**config.mk**
```make
export PLATFORM = sky130hd
export DESIGN_NAME = smbus_byte_transaction_sequencer_flat
export DESIGN_NICKNAME = d
export VERILOG_FILES = /design/src/sbts_pkg.sv /design/src/sbts_in_if.sv /design/src/sbts_out_if.sv /design/src/smbus_byte_transaction_sequencer.sv /design/src/sbts_step.sv /design/src/flat_wrapper.sv
export SDC_FILE = /design/constraint.sdc
export NUM_CORES = 1
export LEC_CHECK = 0
export ABC_AREA = 1
export CORE_MARGIN = 5
export CORE_UTILIZATION = 50
export CTS_CLUSTER_SIZE = 30
export DETAILED_ROUTE_END_ITERATION = 10
export DONT_BUFFER_PORTS = 1
export PLACE_DENSITY = 0.77
export SLEW_MARGIN = 40
export SYNTH_ARGS = -nofsm -noshare
export SYNTH_HDL_FRONTEND = slang
export SYNTH_SLANG_ARGS = --single-unit
```
**constraint.sdc**
```tcl
create_clock -name clk -period 3 [get_ports clk]
set_input_delay 0.3 -clock clk [delete_from_list [all_inputs] [get_ports clk]]
set_output_delay 0.3 -clock clk [all_outputs]
set_load 0.02 [all_outputs]
```
**src/sbts_pkg.sv**
```systemverilog
// Shared types and codes for the SMBus byte transaction sequencer.
// Holds the beat payload structs, the phase codes and the command codes.
// No dependencies.
package sbts_pkg;

	// Sequencer phases, as reported in the phase field of a result.
	typedef enum logic [3:0] {
		PH_IDLE      = 4'd0,
		PH_WSTART    = 4'd1,
		PH_WTXMODE   = 4'd2,
		PH_WREGSENT  = 4'd3,
		PH_WDATASENT = 4'd4,
		PH_WRESTART  = 4'd5,
		PH_WADDRFLG  = 4'd6,
		PH_WRXMODE   = 4'd7,
		PH_WRXBYTE   = 4'd8
	} phase_t;

	// Transaction kinds.
	localparam logic [1:0] OP_WRITE   = 2'd0;
	localparam logic [1:0] OP_READ    = 2'd1;
	localparam logic [1:0] OP_SEND    = 2'd2;
	localparam logic [1:0] OP_RECEIVE = 2'd3;

	// What the controller is told to transmit.
	localparam logic [1:0] KIND_NONE  = 2'd0;
	localparam logic [1:0] KIND_ADDRW = 2'd1;
	localparam logic [1:0] KIND_ADDRR = 2'd2;
	localparam logic [1:0] KIND_DATA  = 2'd3;

	// Acknowledge control.
	localparam logic [1:0] ACK_NONE = 2'd0;
	localparam logic [1:0] ACK_ON   = 2'd1;
	localparam logic [1:0] ACK_OFF  = 2'd2;

	// Register map: one register, slave_addr, at word index zero.
	localparam int unsigned PADDR_W    = 3;
	localparam logic        REG_SLAVE  = 1'b0;

	// One input beat: the request and the controller event flags.
	typedef struct packed {
		logic [1:0] mode;
		logic       go;
		logic [7:0] reg_addr;
		logic [7:0] write_data;
		logic       start_sent;
		logic       tx_selected;
		logic       byte_sent;
		logic       addr_flag;
		logic       rx_selected;
		logic       byte_received;
		logic [7:0] rx_byte;
	} in_item_t;

	// One result beat: commands for the controller and completion status.
	typedef struct packed {
		logic [3:0] phase;
		logic       cmd_start;
		logic       cmd_stop;
		logic [1:0] tx_kind;
		logic [7:0] tx_byte;
		logic [1:0] ack_change;
		logic       rx_valid;
		logic [7:0] rx_data;
		logic       done_res;
	} out_item_t;

	// Sequencer state carried from one beat to the next.
	typedef struct packed {
		phase_t     phase;
		logic [1:0] op_kind;
		logic [7:0] held_reg;
		logic [7:0] held_data;
	} seq_state_t;

endpackage

```
**src/sbts_in_if.sv**
```systemverilog
// Input channel of the SMBus byte transaction sequencer.
// Carries valid, ready and one in_item_t payload; depends on sbts_pkg.
interface sbts_in_if;
	import sbts_pkg::*;

	logic     valid;
	logic     ready;
	in_item_t data;

	modport source (output valid, output data, input ready);
	modport sink (input valid, input data, output ready);
	modport monitor (input valid, input data, input ready);
endinterface

```
**src/sbts_out_if.sv**
```systemverilog
// Result channel of the SMBus byte transaction sequencer.
// Carries valid, ready and one out_item_t payload; depends on sbts_pkg.
interface sbts_out_if;
	import sbts_pkg::*;

	logic      valid;
	logic      ready;
	out_item_t data;

	modport source (output valid, output data, input ready);
	modport sink (input valid, input data, output ready);
	modport monitor (input valid, input data, input ready);
endinterface

```
**src/smbus_byte_transaction_sequencer.sv**
```systemverilog
// SMBus byte transaction sequencer, top level.
// Depends on sbts_pkg, sbts_in_if, sbts_out_if and sbts_step.
//
// Usage: the host drives one beat on in_ch for each poll of the I2C
// controller. A beat carries the event flags and, when go is set while
// idle, the operation, register pointer and write data. Each input beat
// yields exactly one result beat on out_ch with the commands to issue,
// any captured read byte and a done mark. A go while busy is ignored.
// The device address is written over the APB port at byte address zero;
// pready is always high and reads return the stored value.
//
// Throughput is one beat per clock while in_ch is ready: the phase
// transition is a single pass of combinational logic in sbts_step
// between the state register and the result register. A two-entry
// output stage (result register plus skid register) keeps in_ch ready
// while one result waits; in_ch drops ready only when both entries are
// full under a stalled receiver. Reset clears the phase to idle, the
// latched operands, the device address and both output entries.
module smbus_byte_transaction_sequencer (
	input  logic                          clk,
	input  logic                          arst_n,
	sbts_in_if.sink                       in_ch,
	sbts_out_if.source                    out_ch,
	input  logic                          psel,
	input  logic                          penable,
	input  logic                          pwrite,
	input  logic [sbts_pkg::PADDR_W-1:0]  paddr,
	input  logic [31:0]                   pwdata,
	output logic [31:0]                   prdata,
	output logic                          pready
);
	import sbts_pkg::*;

	logic [7:0] slave_addr_q;
	seq_state_t state_q;
	seq_state_t state_nxt;
	out_item_t  res;
	out_item_t  out_q;
	out_item_t  skid_q;
	logic       out_valid_q;
	logic       skid_valid_q;
	logic       in_fire;
	logic       out_fire;

	// Configuration register.
	assign pready = 1'b1;
	assign prdata = (paddr[PADDR_W-1] == REG_SLAVE) ? {24'd0, slave_addr_q} : 32'd0;

	always_ff @(posedge clk or negedge arst_n) begin
		if (!arst_n) begin
			slave_addr_q <= 8'd0;
		end else if (psel && penable && pwrite && pready
				&& paddr[PADDR_W-1] == REG_SLAVE) begin
			slave_addr_q <= pwdata[7:0];
		end
	end

	// Transition logic for one poll.
	sbts_step u_step (
		.cur        (state_q),
		.slave_addr (slave_addr_q),
		.item       (in_ch.data),
		.nxt        (state_nxt),
		.res        (res)
	);

	assign in_ch.ready = !skid_valid_q;
	assign in_fire     = in_ch.valid && in_ch.ready;
	assign out_fire    = out_valid_q && out_ch.ready;

	// Sequencer state advances on every accepted beat.
	always_ff @(posedge clk or negedge arst_n) begin
		if (!arst_n) begin
			state_q <= '{phase: PH_IDLE, op_kind: 2'd0, held_reg: 8'd0, held_data: 8'd0};
		end else if (in_fire) begin
			state_q <= state_nxt;
		end
	end

	// Output stage with skid entry.
	always_ff @(posedge clk or negedge arst_n) begin
		if (!arst_n) begin
			out_valid_q  <= 1'b0;
			skid_valid_q <= 1'b0;
		end else if (out_fire) begin
			if (skid_valid_q) begin
				skid_valid_q <= 1'b0;
			end else begin
				out_valid_q <= in_fire;
			end
		end else if (in_fire) begin
			if (!out_valid_q) begin
				out_valid_q <= 1'b1;
			end else begin
				skid_valid_q <= 1'b1;
			end
		end
	end

	// Payload registers need no reset.
	always_ff @(posedge clk) begin
		if (out_fire) begin
			out_q <= skid_valid_q ? skid_q : res;
		end else if (in_fire && !out_valid_q) begin
			out_q <= res;
		end
		if (in_fire && out_valid_q && !out_fire) begin
			skid_q <= res;
		end
	end

	assign out_ch.valid = out_valid_q;
	assign out_ch.data  = out_q;
endmodule

```
**src/sbts_step.sv**
```systemverilog
// Next-state and command logic for one poll of the sequencer.
// Purely combinational; depends on sbts_pkg.
module sbts_step (
	input  sbts_pkg::seq_state_t cur,
	input  logic [7:0]           slave_addr,
	input  sbts_pkg::in_item_t   item,
	output sbts_pkg::seq_state_t nxt,
	output sbts_pkg::out_item_t  res
);
	import sbts_pkg::*;

	logic [7:0] addr_w;
	logic [7:0] addr_r;

	// Direction bit replaces bit zero of the configured address.
	assign addr_w = {slave_addr[7:1], 1'b0};
	assign addr_r = {slave_addr[7:1], 1'b1};

	// One phase move per poll, with the commands for that move.
	always_comb begin
		nxt = cur;
		res = '0;
		case (cur.phase)
			PH_IDLE: begin
				if (item.go) begin
					nxt.op_kind   = item.mode;
					nxt.held_reg  = item.reg_addr;
					nxt.held_data = item.write_data;
					nxt.phase     = PH_WSTART;
					res.cmd_start = 1'b1;
					if (item.mode == OP_READ || item.mode == OP_RECEIVE) begin
						res.ack_change = ACK_ON;
					end
				end
			end
			PH_WSTART: begin
				if (item.start_sent) begin
					if (cur.op_kind == OP_RECEIVE) begin
						res.tx_kind = KIND_ADDRR;
						res.tx_byte = addr_r;
						nxt.phase   = PH_WADDRFLG;
					end else begin
						res.tx_kind = KIND_ADDRW;
						res.tx_byte = addr_w;
						nxt.phase   = PH_WTXMODE;
					end
				end
			end
			PH_WTXMODE: begin
				if (item.tx_selected) begin
					res.tx_kind = KIND_DATA;
					res.tx_byte = cur.held_reg;
					nxt.phase   = PH_WREGSENT;
				end
			end
			PH_WREGSENT: begin
				if (item.byte_sent) begin
					if (cur.op_kind == OP_WRITE) begin
						res.tx_kind = KIND_DATA;
						res.tx_byte = cur.held_data;
						nxt.phase   = PH_WDATASENT;
					end else if (cur.op_kind == OP_READ) begin
						res.cmd_start = 1'b1;
						nxt.phase     = PH_WRESTART;
					end else begin
						res.cmd_stop = 1'b1;
						res.done_res = 1'b1;
						nxt.phase    = PH_IDLE;
					end
				end
			end
			PH_WDATASENT: begin
				if (item.byte_sent) begin
					res.cmd_stop = 1'b1;
					res.done_res = 1'b1;
					nxt.phase    = PH_IDLE;
				end
			end
			PH_WRESTART: begin
				if (item.start_sent) begin
					res.tx_kind = KIND_ADDRR;
					res.tx_byte = addr_r;
					nxt.phase   = PH_WADDRFLG;
				end
			end
			PH_WADDRFLG: begin
				// A single-byte read turns acknowledge off once addressed.
				if (item.addr_flag) begin
					res.ack_change = ACK_OFF;
					nxt.phase      = PH_WRXMODE;
				end
			end
			PH_WRXMODE: begin
				// Stop is requested before the last byte arrives.
				if (item.rx_selected) begin
					res.cmd_stop = 1'b1;
					nxt.phase    = PH_WRXBYTE;
				end
			end
			PH_WRXBYTE: begin
				if (item.byte_received) begin
					res.rx_valid = 1'b1;
					res.rx_data  = item.rx_byte;
					res.done_res = 1'b1;
					nxt.phase    = PH_IDLE;
				end
			end
			default: begin
				nxt.phase = PH_IDLE;
			end
		endcase
		res.phase = nxt.phase;
	end
endmodule

```
**src/flat_wrapper.sv**
```systemverilog
// flat-port wrapper written by rule: the top's interface ports become plain ports
module smbus_byte_transaction_sequencer_flat import sbts_pkg::*;
  (clk, arst_n, psel, penable, pwrite, paddr, pwdata, prdata, pready, in_ch_valid, in_ch_data, in_ch_ready, out_ch_valid, out_ch_data, out_ch_ready);
  sbts_in_if in_ch_i ();
  sbts_out_if out_ch_i ();
  input  logic clk;
  input  logic arst_n;
  input  logic psel;
  input  logic penable;
  input  logic pwrite;
  input  logic [sbts_pkg::PADDR_W-1:0] paddr;
  input  logic [31:0] pwdata;
  output logic [31:0] prdata;
  output logic pready;
  input wire logic [$bits(in_ch_i.valid)-1:0] in_ch_valid;
  input wire logic [$bits(in_ch_i.data)-1:0] in_ch_data;
  output wire logic [$bits(in_ch_i.ready)-1:0] in_ch_ready;
  output wire logic [$bits(out_ch_i.valid)-1:0] out_ch_valid;
  output wire logic [$bits(out_ch_i.data)-1:0] out_ch_data;
  input wire logic [$bits(out_ch_i.ready)-1:0] out_ch_ready;
  assign in_ch_i.valid = in_ch_valid;
  assign in_ch_i.data = in_ch_data;
  assign in_ch_ready = in_ch_i.ready;
  assign out_ch_valid = out_ch_i.valid;
  assign out_ch_data = out_ch_i.data;
  assign out_ch_i.ready = out_ch_ready;
  smbus_byte_transaction_sequencer u_core (.clk(clk), .arst_n(arst_n), .in_ch(in_ch_i), .out_ch(out_ch_i), .psel(psel), .penable(penable), .pwrite(pwrite), .paddr(paddr), .pwdata(pwdata), .prdata(prdata), .pready(pready));
endmodule
```
# Yosys cells after proc, flatten, opt, wreduce, memory -nomap -nowiden
# Cells that the tools add are included.
classes:
  n_reduce_logical: 20
  n_eq_ne: 13
  mux: 47
  bitwise: 1
ops:
  columns: ["cell", "count"]
  rows:
  - ["28-bit two-way mux", 3]
  - ["10-bit two-way mux", 6]
  - ["10-bit case mux with 4 select lines", 1]
  - ["4-bit case mux with 9 select lines", 1]
  - ["4-bit two-way mux", 8]
  - ["22-bit two-way mux", 1]
  - ["4-bit by 3-bit == test with 1-bit output, second input constant", 4]
  - ["1-bit two-way mux", 14]
  - ["12-bit two-way mux", 1]
  - ["3-bit two-way mux", 3]
  - ["9-bit two-way mux", 1]
  - ["4-bit by 2-bit == test with 1-bit output, second input constant", 2]
  - ["1-bit logical AND", 8]
  - ["8-bit two-way mux", 1]
  - ["2-bit two-way mux", 3]
  - ["1-bit case mux with 3 select lines", 2]
  - ["2-bit nonzero test", 3]
  - ["2-bit by 1-bit == test with 1-bit output, second input constant", 2]
  - ["2-bit == test, second input constant", 2]
  - ["4-bit by 1-bit == test with 1-bit output, second input constant", 1]
  - ["4-bit == test, second input constant", 1]
  - ["4-bit logical NOT", 1]
  - ["2-bit case mux with 2 select lines", 1]
  - ["2-bit AND reduction", 2]
  - ["other kinds (7)", 9]
totals:
  out_inout_bits: 63
  wordCells: 106
  input_bits: 75
  ff_bits: 88

# Logic depth before layout (Yosys ltp)
# Gate-level depths: netlist of the first run.
logic_depth:
  depth_word: 7
  ltp_mapped: 9
  mapped_depth_nobuf: 9

# Cells and area by module
# A second synthesis of the first run with hierarchy kept.
unflattened:
  cells_unflattened: 518
  area_unflattened_um2: 4416.7
by_module_without_submodules:
  columns: ["module", "instances", "area_each_um2", "cells_per_inst", "seq_area_each_um2"]
  rows:
  - ["smbus_byte_transaction_sequencer", 1, 3587.2, 332, 2482.4]
  - ["sbts_step", 1, 829.5, 186, 0.0]

# Worst setup path before layout of the first run
# No wires, ideal clock.
synth_path:
  kind: "reg-to-reg"
  startpoint: "reg u_core.skid_valid_q"
  endpoint: "reg u_core.out_q, in the netlist u_core.out_ch.data[0], enable pin"
  setup_slack_ps: -311
  period_less_slack_ps: 3311
  t_required_ps: 2548
  setup_ps: 452
  path_buffers: 0
  stages_incl_launch_ff: 4
  arrival_time_ps: 2859
  cell_sequence: "dfrtp_1 > nor2_1 > inv_1 > o21ai_0"
synth_between:
  elab_chain_len: 4
synth_rtl:
  columns: ["item", "line", "source"]
  rows:
  - ["start, declared", "smbus_byte_transaction_sequencer.sv:41", "logic skid_valid_q;"]
  - ["start signal, assigned", "smbus_byte_transaction_sequencer.sv:84", "skid_valid_q <= 1'b0;"]
  - ["start signal, assigned", "smbus_byte_transaction_sequencer.sv:87", "skid_valid_q <= 1'b0;"]
  - ["start signal, assigned", "smbus_byte_transaction_sequencer.sv:95", "skid_valid_q <= 1'b1;"]
  - ["1-bit logical NOT", "smbus_byte_transaction_sequencer.sv:67", "assign in_ch.ready = !skid_valid_q;"]
  - ["1-bit logical AND", "smbus_byte_transaction_sequencer.sv:68", "assign in_fire = in_ch.valid && in_ch.ready;"]
  - ["1-bit logical AND", "smbus_byte_transaction_sequencer.sv:104", "end else if (in_fire && !out_valid_q) begin"]
  - ["2-bit nonzero test (no line)", null, null]
  - ["end signal, assigned", "smbus_byte_transaction_sequencer.sv:103", "out_q <= skid_valid_q ? skid_q : res;"]
  - ["end signal, assigned", "smbus_byte_transaction_sequencer.sv:105", "out_q <= res;"]
  - ["end, declared", "smbus_byte_transaction_sequencer.sv:38", "out_item_t out_q;"]
# No other way between the ends.
# A chain may end at the register's enable or synchronous reset.

# Worst setup path in the final report of the first run
layout_path:
  startpoint: "reg u_core.out_valid_q (netlist: u_core.out_ch.valid)"
  endpoint: "reg u_core.out_q, in the netlist u_core.out_ch.data[14], data pin"
layout_between:
  elab_chain_len: 2
layout_rtl:
  columns: ["item", "line", "source"]
  rows:
  - ["start, declared", "smbus_byte_transaction_sequencer.sv:40", "logic out_valid_q;"]
  - ["start signal, assigned", "smbus_byte_transaction_sequencer.sv:89", "out_valid_q <= in_fire;"]
  - ["1-bit logical AND", "smbus_byte_transaction_sequencer.sv:69", "assign out_fire = out_valid_q && out_ch.ready;"]
  - ["28-bit two-way mux", "smbus_byte_transaction_sequencer.sv:102", "if (out_fire) begin"]
# No other way between the ends.

==> impl_metrics.json, run 1 <==
{
  "clockBufferDepth": 2,
  "grtUsageTotal_pct": 17.5,
  "antenna_cells": 0,
  "synth-edff-count": 56,
  "power_uw": 3930,
  "leakage_uw": 0.00199,
  "place_inst": 538,
  "critPathSlowestCell": "clkinv_1",
  "critPathArrivalTime_ns": 2.18,
  "synth_top_area_cell": "edfxtp_1",
  "yosys-top-cells-count": "149 x nand2_1, 56 x edfxtp_1, 55 x nand3_1",
  "drive_gt1_share_pct": 8.20,
  "cp_cell_sequence": "nand2_1 -> nor2_2 -> clkinv_1 -> nand2_1 -> nand2_1",
  "cts_tree": "done",
  "yosysWarnings": 0,
  "worstSetupPathType": "register to register",
  "yosysUniqueCellTypes": 23,
  "vias_per_cell": 5.12,
  "portBuffers": 0,
  "synth_seq_area_share_pct": 60.2,
  "power.density_mw_per_mm2": 907,
  "rsz0062_at_grt": "false",
  "syn_to_final_growth_pct": 5.25,
  "use_met1_pct": 25.3,
  "netlist_area_mm2": 0.00412,
  "fin_area_mm2": 0.00434,
  "synth_area_leaders": "edfxtp_1 41%, dfrtp_1 19%, nand2_1 14%",
  "fin_worst_skew_ns": 0.0112,
  "outcome": "finished, final reports clean",
  "busiest_layer": "met2",
  "slowest_delay_ns": 0.59,
  "layout_min_cycle_time_ns": 2.08,
  "critPathLaunchType": "register",
  "grt_pass1_wl_mm": 13.8,
  "cp-end-kind": "register",
  "postPlaceCellArea_mm2": 0.00411,
  "maxCapViolations": 0,
  "htreeDepth": 3,
  "grt_use_met2_pct": 25.4,
  "slew_violations": 0,
  "dpl.hpwl_mm": 6.31,
  "grt_max_degree": 33,
  "ys_ff_latch": 88,
  "nets": 521,
  "clock-sinks": 88,
  "final_cells": 556,
  "dr.pass1.iters": 5,
  "avgSynthCellArea_um2": 9.22,
  "grt_antenna_before_repair": 0,
  "hold_class": "primary input to register",
  "grt_pass1_vias": 2685,
  "maxSlewHeadroom_pct": 50.9,
  "start_util_pct": 50.7,
  "core_area_mm2": 0.00813,
  "die_height_um": 101,
  "cpMostUsedCell": "nand2_1",
  "std_cell_rows": 33,
  "dr_total_vias": 2845,
  "first_iter_violations": 193,
  "setup_viol": 0,
  "finalHoldViolations": 0,
  "clock.fmax_mhz": 480,
  "io_pins": 138,
  "critPathMaxFanout": 27,
  "path_clk_slew_ns": 0.08,
  "synth.most_common_cell": "nand2_1",
  "die_w_um": 101,
  "drc_errors": 0,
  "tns_ns": 0,
  "grt_overflow_total": 0,
  "gp_congestion": 0.920,
  "yosysTopAreaCellShare_pct": 40.8,
  "die_area_mm2": 0.0102,
  "synthFlopType": "edfxtp_1",
  "ant_nets": 0,
  "clkLatencyLatePin_ns": 0.35,
  "drt_wl_total_mm": 8.60,
  "async_flop_share_pct": 36.4,
  "fin_crit_sh_pct": 69.4,
  "max-vdd-ir-drop_mv": 0.309,
  "fill_cells": 734,
  "critical_path_required_ns": 3.10,
  "synthCells": 447,
  "worstMarginPinSlew_ns": 0.732,
  "cts_made_buffers": 9,
  "grt.met3_usage_pct": 6.02,
  "wl_per_cell_um": 15.5,
  "cts_root_buf": "clkbuf_8"
}
## worst paths after layout
check | start | slack [ns] | cells after the start | to
max reg2reg | u_core.out_ch.valid$_DFFE_PN0P_ | 0.92 | 5 | u_core.out_ch.data[14]$_DFFE_PP_
max in group asynchronous | arst_n | 2.44 | 2 | u_core.state_q[21]$_DFFE_PN0P_
min | in_ch_data[18] | 0.08 | 2 | u_core.state_q[4]$_DFFE_PN0P_
min in group asynchronous | arst_n | 0.38 | 2 | u_core.slave_addr_q[7]$_DFFE_PN0P_
max | u_core.out_ch.valid$_DFFE_PN0P_ | 0.92 | 5 | u_core.out_ch.data[14]$_DFFE_PP_
min reg2reg | u_core.state_q[13]$_DFFE_PN0P_ | 0.48 | 2 | u_core.state_q[13]$_DFFE_PN0P_
## power by group
group | total [uW] | internal (uW) | switching (uW)
registers | 2170 | 1780 | 384
clock network | 806 | 410 | 396
logic | 960 | 252 | 707
total | 3930 | 2440 | 1490
## per-stage QoR
stage / hold WS [ns] / setup WS [ns] / util, %
2_1_floorplan: 0.00441 / 0.447 / -
3_3_place_gp: 0.00528 / 0.967 / 50.5
3_5_place_dp: 0.00502 / 0.900 / 50.5
4_1_cts: 0.0688 / 0.883 / 53.3
5_1_grt: 0.0692 / 0.636 / 53.3
6_report: 0.0848 / 0.918 / 53.3
## cells in the final DEF, fill, tap and decap left out, types with 5 or more instances in the layout
| master | synthesis | layout |
|---|---|---|
| a21oi_1 | 10 | 10 |
| buf_4 | 27 | 5 |
| clkbuf_8 | 0 | 10 |
| conb_1 | 2 | 25 |
| dfrtp_1 | 32 | 32 |
| edfxtp_1 | 56 | 56 |
| inv_1 | 26 | 26 |
| nand2_1 | 149 | 149 |
| nand3_1 | 55 | 55 |
| nand4_1 | 10 | 10 |
| nor2_1 | 37 | 35 |
| nor2_2 | 6 | 8 |
| o21ai_0 | 9 | 8 |
## layout make-up
class | count | area [um^2] | share of cell area [%]
flip-flops and latches | 88 | 2480 | 57.2
multi-input cells | 310 | 1340 | 31.0
clock buffers | 12 | 145 | 3.35
well taps | 105 | 131 | 3.03
inverters | 30 | 113 | 2.60
repair buffers | 7 | 67.6 | 1.56
clock inverters | 4 | 53.8 | 1.24
## routing by layer
layer,part of all wire [%],wire length (um)
met3,8.8,756
met1,44,3810
met4,1.0,89
met5,0,0
met2,46,3940
## sequential cells by signal, indices dropped and copies added, names as in the netlist
| name | count |
|---|---|
| u_core.out_ch.data | 28 |
| u_core.out_ch.valid | 1 |
| u_core.skid_q | 28 |
| u_core.skid_valid_q | 1 |
| u_core.slave_addr_q | 8 |
| u_core.state_q | 22 |
## cell families after synthesis
family | synth area share [%]
buffers and inverters | 9.44
AOI/OAI and AO/OA | 2.43
DFF | 60.2
and+or+nand+nor | 27.7
other | 0.182
## critical path, delay by kind of cell (launching register included)
family	cells	cell delay, ns
buffers and inverters	1	0.59
flip-flops	1	0.55
AND/OR/NAND/NOR	4	0.69
## repair_timing
item                      in CTS  in global routing
resized for setup              0                  0
hold buffers                   2                  0
buffers inserted               0                  0
hold endpoints to repair      32                  0
No activity file was read; power rests on OpenSTA's default activity.
==> run 2: changes to the inputs <==
--- a/config.mk
+++ b/config.mk
@@ -5,13 +5,13 @@
 export SDC_FILE = /design/constraint.sdc
 export NUM_CORES = 1
 export LEC_CHECK = 0
-export ABC_AREA = 1
+export ABC_AREA = 0
 export CORE_MARGIN = 5
 export CORE_UTILIZATION = 50
 export CTS_CLUSTER_SIZE = 30
 export DETAILED_ROUTE_END_ITERATION = 10
 export DONT_BUFFER_PORTS = 1
-export PLACE_DENSITY = 0.77
+export PLACE_DENSITY = 0.74
 export SLEW_MARGIN = 40
 export SYNTH_ARGS = -nofsm -noshare
 export SYNTH_HDL_FRONTEND = slang
==> constraint.sdc (replaced) <==
create_clock -name clk -period 2.05 [get_ports clk]
set_input_delay 0.205 -clock clk [delete_from_list [all_inputs] [get_ports clk]]
set_output_delay 0.205 -clock clk [all_outputs]
set_load 0.02 [all_outputs]
==> impl_metrics.json, run 2 <==
{
  "outcome": "finished, final reports clean",
  "vias_per_cell": 5.37,
  "tns_ns": 0,
  "fill_cells": 593,
  "maxCapViolations": 0,
  "drive_gt1_share_pct": 20.8,
  "yosysUniqueCellTypes": 41,
  "cts_made_buffers": 9,
  "ant_nets": 0,
  "nets": 421,
  "fin_worst_skew_ns": 0.0120,
  "final_cell_mix": "56 x edfxtp_1, 37 x mux2_2, 32 x dfrtp_1, 31 x nand2_1, 28 x dlygate4sd3_1",
  "portBuffers": 0,
  "grt_pass1_vias": 2386,
  "clockBufferDepth": 2,
  "crit_path_start": "u_core.state_q[19]$_DFFE_PN0P_",
  "grt_max_degree": 45,
  "place_ws_ns": 0.164,
  "maxSlewHeadroom_pct": 61.3,
  "die_w_um": 99.7,
  "clock-sinks": 88,
  "grt_overflow_total": 0,
  "synth_area_leaders": "edfxtp_1 42%, dfrtp_1 20%, mux2_2 10%",
  "cp-end-kind": "register",
  "max-vdd-ir-drop_mv": 0.521,
  "dr_total_vias": 2440,
  "post_cts_buffers": 0,
  "layout_min_cycle_time_ns": 1.88,
  "ff2ff_setup_slack_ns": 0.17,
  "clock.fmax_mhz": 531,
  "critPathCapture": "u_core.out_ch.data[21]$_DFFE_PP_",
  "seqCellArea_mm2": 0.00248,
  "yosys-top-cells-count": "56 x edfxtp_1, 37 x mux2_2, 32 x dfrtp_1",
  "ys_ff_latch": 88,
  "synth.most_common_cell": "edfxtp_1",
  "fin_crit_sh_pct": 91.8,
  "die_height_um": 99.7,
  "multiInputGateArea_mm2": 0.00133,
  "die_area_mm2": 0.00993,
  "critPathMaxFanout": 10,
  "synth_seq_area_share_pct": 61.7,
  "critPathArrivalTime_ns": 1.98,
  "reg2reg_to": "u_core.out_ch.data[21]$_DFFE_PP_",
  "core_area_mm2": 0.00777,
  "grt_pass1_wl_mm": 12.7,
  "netlist_area_mm2": 0.00402,
  "worstMarginPinSlew_ns": 0.566,
  "first_iter_violations": 169,
  "leakage_uw": 0.00192,
  "start_util_pct": 51.8,
  "cp_num_buf_inv": 0,
  "clkLatencyLatePin_ns": 0.35,
  "worstReg2RegStart": "u_core.state_q[19]$_DFFE_PN0P_",
  "synthFlopType": "edfxtp_1",
  "setup_ws_ns": 0.168,
  "final_cells": 454,
  "worstSetupPathType": "register to register",
  "grt_antenna_before_repair": 1,
  "async_flop_share_pct": 36.4,
  "cts_tree": "done",
  "io_pins": 138,
  "cp.depth": 4,
  "path_clk_slew_ns": 0.09,
  "dr.pass1.iters": 4,
  "critPathLaunchType": "register",
  "reg2regPathDepth": 4,
  "finalHoldViolations": 0,
  "synthCells": 311,
  "cts_root_buf": "clkbuf_8",
  "gp_congestion": 0.844,
  "yosysTopAreaCellShare_pct": 41.8,
  "drc_errors": 0,
  "htreeDepth": 3,
  "crit_family": "simple AND/OR/NAND/NOR gates",
  "grtUsageTotal_pct": 16.5,
  "avgSynthCellArea_um2": 12.9,
  "rsz0062_at_grt": "false",
  "dpl.hpwl_mm": 5.49,
  "std_cell_rows": 32,
  "critPathSlowestCell": "dfrtp_1",
  "drt_wl_total_mm": 8.22,
  "slowest_delay_ns": 0.48,
  "yosysWarnings": 0,
  "setup_viol": 0,
  "synth-edff-count": 56,
  "critical_path_required_ns": 2.15,
  "cp_cell_sequence": "nor4b_1 -> and2_1 -> or3_4 -> mux2_4",
  "slew_violations": 0,
  "wl_per_cell_um": 18.1,
  "power.density_mw_per_mm2": 1330,
  "synth_top_area_cell": "edfxtp_1",
  "final_common_cell": "edfxtp_1",
  "syn_to_final_growth_pct": 14.6,
  "place_inst": 408,
  "hold_class": "primary input to register"
}
[run 2: cell count changes after synthesis, sizes merged, moves of 10 or more]
cell / previous run / this run
a31oi: 0 / 13
nand3: 57 / 1
nand2: 151 / 32
nor2b: 0 / 12
inv: 28 / 10
nand4: 10 / 0
nor2: 45 / 20
and3: 0 / 11
mux2: 0 / 38
[run 2: worst register-to-register path, stage by stage, from the launching register on]
cell	delay (ns)
dfrtp_1	0.48
nor4b_1	0.20
and2_1	0.28
or3_4	0.43
mux2_4	0.26
[run 2: logic make-up after synthesis]
| family | share of synthesized area [%] |
|---|---|
| buffers and inverters | 7.66 |
| AO/OA/AOI/OAI | 6.16 |
| flip-flops | 61.7 |
| AND/OR/NAND/NOR | 13.5 |
| other | 0.187 |
| multiplexers | 10.7 |
[run 2: worst min-delay path by stage]
stage,slack [ns],endpoint,depth (start not counted),startpoint
final,0.06,u_core.skid_valid_q$_DFFE_PN0P_,2,in_ch_valid
after global placement,-0.09,u_core.state_q[4]$_DFFE_PN0P_,0,arst_n
after global routing,0.06,u_core.skid_valid_q$_DFFE_PN0P_,2,in_ch_valid
after detailed placement,-0.09,u_core.state_q[4]$_DFFE_PN0P_,0,arst_n
after floorplan,-0.09,u_core.out_ch.valid$_DFFE_PN0P_,0,arst_n
after CTS,0.01,u_core.state_q[3]$_DFFE_PN0P_,1,in_ch_data[17]
[run 2: area by class of cell]
type                    count  share of cell area (%)
clock inverters             6                    2.01
flip-flops and latches     88                    53.9
diodes                      1                  0.0543
repair buffers             38                    8.80
multi-input cells         199                    28.9
inverters                  10                   0.815
well taps                 102                    2.77
clock buffers              10                    2.77
[run 2: layer usage]
| metal | track usage [%] | routed length, um | share of wire [%] | vias to the layer above |
|---|---|---|---|---|
| met4 | 5.15 | 143 | 1.7 | 0 |
| met2 | 26.7 | 4040 | 49 | 106 |
| met1 | 21.2 | 3430 | 42 | 1186 |
| met3 | 5.33 | 612 | 7.4 | 11 |
| met5 | 0 | 0 | 0 | - |
| li1 | - | - | - | 1137 |
[run 2: report_power, final]
part	switching, uW	total (uW)	internal [uW]	leakage [uW]
logic	842	1520	674	0.000881
clock network	627	1320	696	0.000108
registers	653	3290	2640	0.000929
total	2120	6130	4010	0.00192
[run 2: timing repair]
| action | CTS | global route |
|---|---|---|
| hold endpoints to repair | 58 | 1 |
| resized for setup | 0 | 1 |
| hold buffers | 28 | 1 |
| setup endpoints to repair | 0 | 1 |
[run 2: through the flow]
| stage | hold WS [ns] | area (um^2) | utilization (%) | power (uW) |
|---|---|---|---|---|
| after global routing | 0.0642 | 4610 | 59.3 | 6460 |
| after floorplan | -0.0906 | 4110 | - | 4370 |
| after global placement | -0.0897 | 4080 | 52.5 | 4680 |
| after CTS | 0.0104 | 4590 | 59.1 | 6160 |
| after detailed placement | -0.0899 | 4080 | 52.5 | 4780 |
| final | 0.0623 | 4610 | 59.3 | 6130 |
==> run 3: changes to the inputs <==
--- a/config.mk
+++ b/config.mk
@@ -7,11 +7,11 @@
 export LEC_CHECK = 0
 export ABC_AREA = 0
 export CORE_MARGIN = 5
-export CORE_UTILIZATION = 50
+export CORE_UTILIZATION = 30
 export CTS_CLUSTER_SIZE = 30
 export DETAILED_ROUTE_END_ITERATION = 10
 export DONT_BUFFER_PORTS = 1
-export PLACE_DENSITY = 0.74
+export PLACE_DENSITY = 0.53
 export SLEW_MARGIN = 40
 export SYNTH_ARGS = -nofsm -noshare
 export SYNTH_HDL_FRONTEND = slang
==> impl_metrics.json, run 3 (synthesis results as in run 2) <==
{
  "outcome": "finished, final reports clean",
  "fin_crit_sh_pct": 92.0,
  "dr_total_vias": 2282,
  "clock-sinks": 88,
  "clock.fmax_mhz": 530,
  "drc_errors": 0,
  "first_iter_violations": 103,
  "rsz0062_at_grt": "false",
  "fin_worst_skew_ns": 0.00620,
  "drt_wl_total_mm": 8.43,
  "critPathMaxFanout": 11,
  "htreeDepth": 3,
  "postPlaceCellArea_mm2": 0.00418,
  "clockBufferDepth": 2,
  "leakage_uw": 0.00187,
  "critical_path_required_ns": 2.14,
  "dr.pass1.iters": 4,
  "start_util_pct": 30.5,
  "drive_gt1_share_pct": 22.7,
  "clkLatencyLatePin_ns": 0.34,
  "seq_power_share_pct": 49.1,
  "grt_pass1_vias": 2350,
  "final_core_util_pct": 34.6,
  "dpl.hpwl_mm": 6.01,
  "grt_overflow_total": 0,
  "layout_min_cycle_time_ns": 1.89,
  "cts_made_buffers": 9,
  "gp_congestion": 0.790,
  "critPathLaunchType": "register",
  "std_cell_rows": 42,
  "core_area_mm2": 0.0132,
  "slew_violations": 0,
  "nets": 396,
  "power.density_mw_per_mm2": 1460,
  "cp-end-kind": "register",
  "final_cells": 503,
  "portBuffers": 0,
  "ant_nets": 0,
  "die_height_um": 126,
  "fill_cells": 1262,
  "p_sw_share_pct": 32.6,
  "setup_viol": 0,
  "vias_per_cell": 4.54,
  "worstMarginPinSlew_ns": 0.521,
  "critPathArrivalTime_ns": 1.98,
  "cts_root_buf": "clkbuf_16",
  "cp_num_buf_inv": 0,
  "intPower_uw": 4490,
  "critPathSlowestCell": "dfrtp_1",
  "die_w_um": 126,
  "slowest_delay_ns": 0.48,
  "io_pins": 138,
  "grt_max_degree": 45,
  "crit_family": "simple AND/OR/NAND/NOR gates",
  "fin_area_mm2": 0.00457,
  "syn_to_final_growth_pct": 13.7,
  "maxSlewHeadroom_pct": 65.1,
  "maxCapViolations": 0,
  "path_clk_slew_ns": 0.07,
  "grt_pass1_wl_mm": 13.2,
  "tns_ns": 0,
  "final_cell_mix": "56 x edfxtp_1, 37 x mux2_2, 32 x dfrtp_1, 31 x nand2_1, 25 x conb_1",
  "switching_power_uw": 2170,
  "finalHoldViolations": 0,
  "worstSetupPathType": "register to register",
  "die_area_mm2": 0.0158,
  "grtUsageTotal_pct": 10.6,
  "final_common_cell": "edfxtp_1",
  "grt_antenna_before_repair": 3,
  "post_cts_buffers": 0,
  "wl_per_cell_um": 16.8,
  "cp_cell_sequence": "nor4b_1 -> and2_1 -> or3_4 -> mux2_4",
  "max-vdd-ir-drop_mv": 0.446,
  "place_inst": 483,
  "hold_class": "primary input to register",
  "pwr-share-clk_pct": 29.0,
  "combPwrFrac_pct": 21.9,
  "cts_tree": "done"
}
==> run 3: final timing paths <==
kind	to	slack, ns	cells past startpoint	from
setup reg to reg	u_core.out_ch.data[21]$_DFFE_PP_	0.16	4	u_core.state_q[19]$_DFFE_PN0P_
min in group asynchronous	u_core.state_q[2]$_DFFE_PN0P_	0.31	2	arst_n
setup / recovery	u_core.out_ch.data[21]$_DFFE_PP_	0.16	4	u_core.state_q[19]$_DFFE_PN0P_
max in group asynchronous	u_core.state_q[21]$_DFFE_PN0P_	1.55	2	arst_n
hold reg to reg	u_core.slave_addr_q[0]$_DFFE_PN0P_	0.49	1	u_core.slave_addr_q[0]$_DFFE_PN0P_
hold / removal	u_core.state_q[16]$_DFFE_PN0P_	0.01	1	in_ch_data[31]
==> run 3: repair_timing <==
action,in CTS,in global routing
hold endpoints to repair,33,0
resized for setup,0,0
hold buffers,3,0
==> run 3: final cells by class <==
cell class	count	area (um^2)	area share [%]
diodes	1	2.50	0.0548
clock buffers	9	225	4.93
clock inverters	7	124	2.71
inverters	10	37.5	0.821
multi-input cells	199	1330	29.0
flip-flops and latches	88	2480	54.3
well taps	176	220	4.82
repair buffers	13	153	3.34
==> run 3: metal layers <==
layer  vias to the layer above  track usage, %  share of wire [%]
met5                         -               0               0.32
met4                         4            4.35                1.6
met3                        13            4.28                8.1
met2                        76            16.7                 47
met1                      1100            13.1                 43
li1                       1089               -                  -
==> run 3: per-stage QoR <==
stage               hold slack [ns]  power [uW]  worst slack [ns]
floorplan                   -0.0906        4370             0.105
global placement            -0.0897        4720             0.200
detailed placement          -0.0897        4780             0.175
CTS                         0.00287        6730             0.169
global route                0.00249        7020            0.0202
finish                       0.0139        6660             0.164
==> run 3: power by group through the flow <==
stage	combinational (uW)	clock [uW]	sequential, uW
global route	1640	2040	3330
detailed placement	1460	0	3320
floorplan	1190	0	3180
finish	1460	1930	3270
global placement	1420	0	3310
CTS	1490	1960	3280
